[config.mk]
export PLATFORM = sky130hd
export DESIGN_NAME = bpce_ctrl
export DESIGN_NICKNAME = d
export VERILOG_FILES = /design/src/hdl/bpce_pkg.sv /design/src/hdl/bpce_ctrl.sv
export SDC_FILE = /design/constraint.sdc
export NUM_CORES = 1
export LEC_CHECK = 0
export ABC_CLOCK_PERIOD_IN_PS = 2070
export BUFFER_PORTS_ARGS = -buffer_cell sky130_fd_sc_hd__buf_4
export CORE_AREA = 2 2 39 41
export CTS_CLUSTER_DIAMETER = 60
export DETAILED_ROUTE_END_ITERATION = 16
export DIE_AREA = 0 0 41 43
export GPL_TIMING_DRIVEN = 0
export PLACE_DENSITY = 0.77
export SYNTH_ARGS = -nofsm -noshare
export SYNTH_HDL_FRONTEND = slang
export SYNTH_SLANG_ARGS = --single-unit
[constraint.sdc]
create_clock -name clk_i -period 2.07 [get_ports clk_i]
set_input_delay 0.3105 -clock clk_i [delete_from_list [all_inputs] [get_ports clk_i]]
set_output_delay 0.3105 -clock clk_i [all_outputs]
set_load 0.01 [all_outputs]
[src/hdl/bpce_pkg.sv]
// ----------------------------------------------------------------------------
// Binary pair covariance engine package
// Field widths, codes and controller interface types.
// ----------------------------------------------------------------------------
package bpce_pkg;

  localparam int unsigned MaxVarsDefault = 8;
  localparam int unsigned WeightW        = 32;
  localparam int unsigned IndexW         = 8;
  localparam int unsigned PairW          = 6;
  localparam int unsigned CovW           = 36;
  localparam int unsigned VarsW          = 4;
  localparam int unsigned DivSteps       = 6;
  localparam int unsigned PaddrW         = 3;
  localparam int unsigned ApbDataW       = 32;
  localparam int unsigned RegIdxLsb      = 2;

  localparam logic [VarsW-1:0] NumVarsReset    = 4'd8;
  localparam logic             ScalePairsReset = 1'b1;

  localparam logic OpLoad  = 1'b0;
  localparam logic OpQuery = 1'b1;

  localparam logic RegNumVars    = 1'b0;
  localparam logic RegScalePairs = 1'b1;

  typedef struct packed {
    logic load_wr;
    logic clr_wr;
    logic capture;
    logic div_step;
    logic walk_start;
    logic walk_rd;
    logic clip_en;
    logic mul_en;
    logic res_load;
    logic res_zero;
  } ctrl_cmd_t;

  typedef struct packed {
    logic clr_last;
    logic walk_last;
    logic pair_bad;
    logic out_free;
  } ctrl_stat_t;

endpackage

[src/hdl/bpce_ctrl.sv]
// ----------------------------------------------------------------------------
// Binary pair covariance engine controller
// Sequences memory clearing, loads, pair division, the weight walk and the
// result stages.
// ----------------------------------------------------------------------------
module bpce_ctrl (
  input  logic                  clk_i,
  input  logic                  rst_ni,
  input  logic                  in_valid_i,
  input  logic                  op_i,
  output logic                  in_stall_o,
  input  bpce_pkg::ctrl_stat_t  stat_i,
  output bpce_pkg::ctrl_cmd_t   cmd_o
);

  import bpce_pkg::*;

  localparam logic [3:0] StClear = 4'd0;
  localparam logic [3:0] StIdle  = 4'd1;
  localparam logic [3:0] StDiv   = 4'd2;
  localparam logic [3:0] StWalk  = 4'd3;
  localparam logic [3:0] StDrain = 4'd4;
  localparam logic [3:0] StClip  = 4'd5;
  localparam logic [3:0] StMul   = 4'd6;
  localparam logic [3:0] StDone  = 4'd7;
  localparam logic [3:0] StZero  = 4'd8;

  localparam int unsigned CntW = $clog2(DivSteps);

  logic [3:0]      state_q, state_d;
  logic [CntW-1:0] cnt_q, cnt_d;

  always_comb begin
    state_d    = state_q;
    cnt_d      = cnt_q;
    cmd_o      = '0;
    in_stall_o = 1'b1;
    unique case (state_q)
      StClear: begin
        cmd_o.clr_wr = 1'b1;
        if (stat_i.clr_last) begin
          state_d = StIdle;
        end
      end
      StIdle: begin
        in_stall_o = 1'b0;
        if (in_valid_i) begin
          if (op_i == OpQuery) begin
            cmd_o.capture = 1'b1;
            cnt_d         = '0;
            state_d       = StDiv;
          end else begin
            cmd_o.load_wr = 1'b1;
          end
        end
      end
      StDiv: begin
        cmd_o.div_step = 1'b1;
        cnt_d          = cnt_q + 1'b1;
        if (cnt_q == CntW'(DivSteps - 1)) begin
          if (stat_i.pair_bad) begin
            state_d = StZero;
          end else begin
            cmd_o.walk_start = 1'b1;
            state_d          = StWalk;
          end
        end
      end
      StWalk: begin
        cmd_o.walk_rd = 1'b1;
        if (stat_i.walk_last) begin
          state_d = StDrain;
        end
      end
      StDrain: begin
        state_d = StClip;
      end
      StClip: begin
        cmd_o.clip_en = 1'b1;
        state_d       = StMul;
      end
      StMul: begin
        cmd_o.mul_en = 1'b1;
        state_d      = StDone;
      end
      StDone: begin
        if (stat_i.out_free) begin
          cmd_o.res_load = 1'b1;
          state_d        = StIdle;
        end
      end
      StZero: begin
        if (stat_i.out_free) begin
          cmd_o.res_load = 1'b1;
          cmd_o.res_zero = 1'b1;
          state_d        = StIdle;
        end
      end
      default: begin
        state_d = StIdle;
      end
    endcase
  end

  always_ff @(posedge clk_i or negedge rst_ni) begin
    if (!rst_ni) begin
      state_q <= StClear;
      cnt_q   <= '0;
    end else begin
      state_q <= state_d;
      cnt_q   <= cnt_d;
    end
  end

endmodule

==> metrics <==
Fin Clk Skew=0.00337 ns; Sink Count=7; PwrDens=about 1500 nW/µm²; Max Slew Vio Count=0; critical path arrival=1.64 ns; slew margin rel.=66.2%; vias in the first global route=545; H-tree depth=1; Synth Flop Type=dfrtp_1; Clock power frac=10.9%; Startpoint Class=flip-flop; post-route ant nets=0; top area cells in the synthesized netlist=dfrtp_1 29%, nor3_1 5.1%, nor4b_2 5.1%, a21oi_1 4.2%, ha_1 4.2%; Setup crit end kind=output port; CTS max path bufs=2; CP Class=reg2out; leak pwr=between 0.3 and 0.4 nW; Reg clk slew, reported paths=0.05 ns; Area Growth Syn to Fin=33.7%; row count=14; peak supply drop=about 0.7 mV; final period utilization=between 90% and 100%; RSZ-0062 raised after global routing=false; Sw Ratio=45.1%; sequential fraction of the synthesis area=29.5%; drt drc=0; Post-synth ARST share=100%; dpl hpwl=1.05 mm; largest net degree at the start of global routing=11; pre-CTS WS=between 0.2 and 0.25 ns; clock insertion delay at the later pin of the skew report=0.26 ns; status=finished, final reports clean; Ports=19; Hold Path Class=in2reg; root buf cell=clkbuf_4; Post-synth EDFFs=0; Die Area=1760 µm²; syn nets=79; DIE HEIGHT=43 µm; Tot GR Track Use=19.1%; Post-CTS Setup Bufs=0; final hold violation count=0; CP Max Fanout=9; Tmin final=approximately 1.9 ns; sw power=545 µW; via count=588; Post-Syn Area per Cell=8.61 µm²; Worst-Margin Slew=0.505 ns; Setup WS post-layout=0.121 ns; buffers added on ports=18; TNS Setup=0 ns; final WL=approximately 1.4 mm; Post-Synthesis Cells=69; antenna violations before repair=0; Die Wd=between 40 and 50 µm; core area=1380 µm²; sequential group share of total power=about a quarter; largest area contributor in the netlist=dfrtp_1; gp weighted congestion=0.807; # diodes=0; CTS Buf Count=3; DR vias/cell=5.44; combinational power share=roughly two thirds; DRT iter0 DRCs=8; Setup violations, final=0; nets@finish=103; Pre-antenna DRT Iters=4; first-pass GRT wire length=2.31 mm; Initial Util=42.9%; worst endpoint required time=1.76 ns; FMAX=between 500 and 600 MHz; most numerous cell in the Yosys netlist=dfrtp_1; Tot Pwr=~1.2 mW; gr ovfl total=0; post-synthesis cell type count=35; area share of the largest cell type after synthesis=29.5%; Mapped Area=594 µm²; Post-synth top cells=7 x dfrtp_1, 6 x nor3_1, 5 x a21oi_1, 5 x nand2_1, 5 x nor2_1; CTS tree=done; layout cell share with drive strength beyond 1=34.8%; Yosys reg bits=7; Synth Warn #=0; DR WL/cell=~13 µm; internal power=664 µW; Max-cap violations=0
==> kinds of logic (layout without fill, tap and decap cells) <==
| family | after synthesis | count (layout) | share of synthesized area, % |
|---|---|---|---|
| mux | 1 | 1 | 2.53 |
| compound gates | 20 | 20 | 22.3 |
| flops | 7 | 7 | 29.5 |
| fa+ha+maj | 2 | 2 | 4.21 |
| buf+inv | 9 | 32 | 8.84 |
| simple gates | 30 | 30 | 32.6 |
==> critical path, stage by stage (launching register included) <==
cell	delay [ns]
dfrtp_1	0.49
or2_2	0.32
clkbuf_1	0.17
nor3_1	0.23
buf_4	0.17
==> through the flow <==
stage | cells | cell area (µm²) | hold WS, ns | utilization (%)
global route | 108 | 795 | 0.399 | 57.4
finish | 108 | 795 | 0.388 | 57.4
global placement | 103 | 749 | 0.131 | 54.2
CTS | 108 | 786 | 0.381 | 56.8
floorplan | 69 | 594 | 0.0149 | -
detailed placement | 103 | 749 | 0.131 | 54.2
==> power by group through the flow <==
stage                     Clock, mW  Combinational, mW  Sequential (mW)
final                         0.132              0.793            0.284
after detailed placement          0              0.781            0.278
after global placement            0              0.760            0.276
after floorplan                   0              0.574            0.261
after CTS                     0.130              0.785            0.276
after global routing          0.140              0.872            0.290
==> final timing paths <==
| kind | startpoint | to | slack [ns] | depth (start not counted) |
|---|---|---|---|---|
| max in group asynchronous | rst_ni | state_q[2] | 1.54 | 2 |
| worst max-delay path | state_q[2] | cmd_o[4] | 0.12 | 4 |
| min in group asynchronous | rst_ni | cnt_q[0] | 0.40 | 2 |
| worst min-delay path | stat_i[1] | state_q[0] | 0.39 | 3 |
| worst min register to register | cnt_q[2] | cnt_q[2] | 0.49 | 1 |
| worst max register to register | state_q[2] | state_q[3] | 0.24 | 4 |
==> state kept, by name, indices dropped and copies added (netlist names) <==
name	count
state_q	4
cnt_q	3
==> layout make-up <==
cell class	count	area, µm²
Multi-Input combinational cell	53	375
Inverter	5	18.8
Timing Repair Buffer	19	145
Sequential cell	7	175
Clock buffer	4	26.3
Fill cell	134	589
Tap cell	16	20.0
Buffer	4	33.8
==> metal layers <==
layer | up-vias | track usage [%] | wire [µm]
met5 | - | 0 | 0
li1 | 299 | - | -
met4 | 0 | 10.0 | 34
met1 | 266 | 24.2 | 642
met3 | 4 | 3.14 | 58
met2 | 19 | 29.4 | 658
==> cells in the final DEF (no fill, tap or decap), types with 2 or more instances in the layout <==
cell / n
clkbuf_4: 3
inv_1: 4
o31ai_1: 2
dfrtp_1: 7
nand2_1: 5
nor2_1: 5
buf_6: 2
clkbuf_1: 2
a21oi_1: 5
buf_4: 19
a211oi_1: 2
nor3_1: 6
o21ai_0: 4
ha_1: 2
==> repair_timing <==
action | 4_1_cts | 5_1_grt
hold endpoints to repair | 7 | 0
setup endpoints to repair | 0 | 1
gates resized for setup | 0 | 1
hold buffers | 1 | 0
No activity file was read; power rests on OpenSTA's default activity.
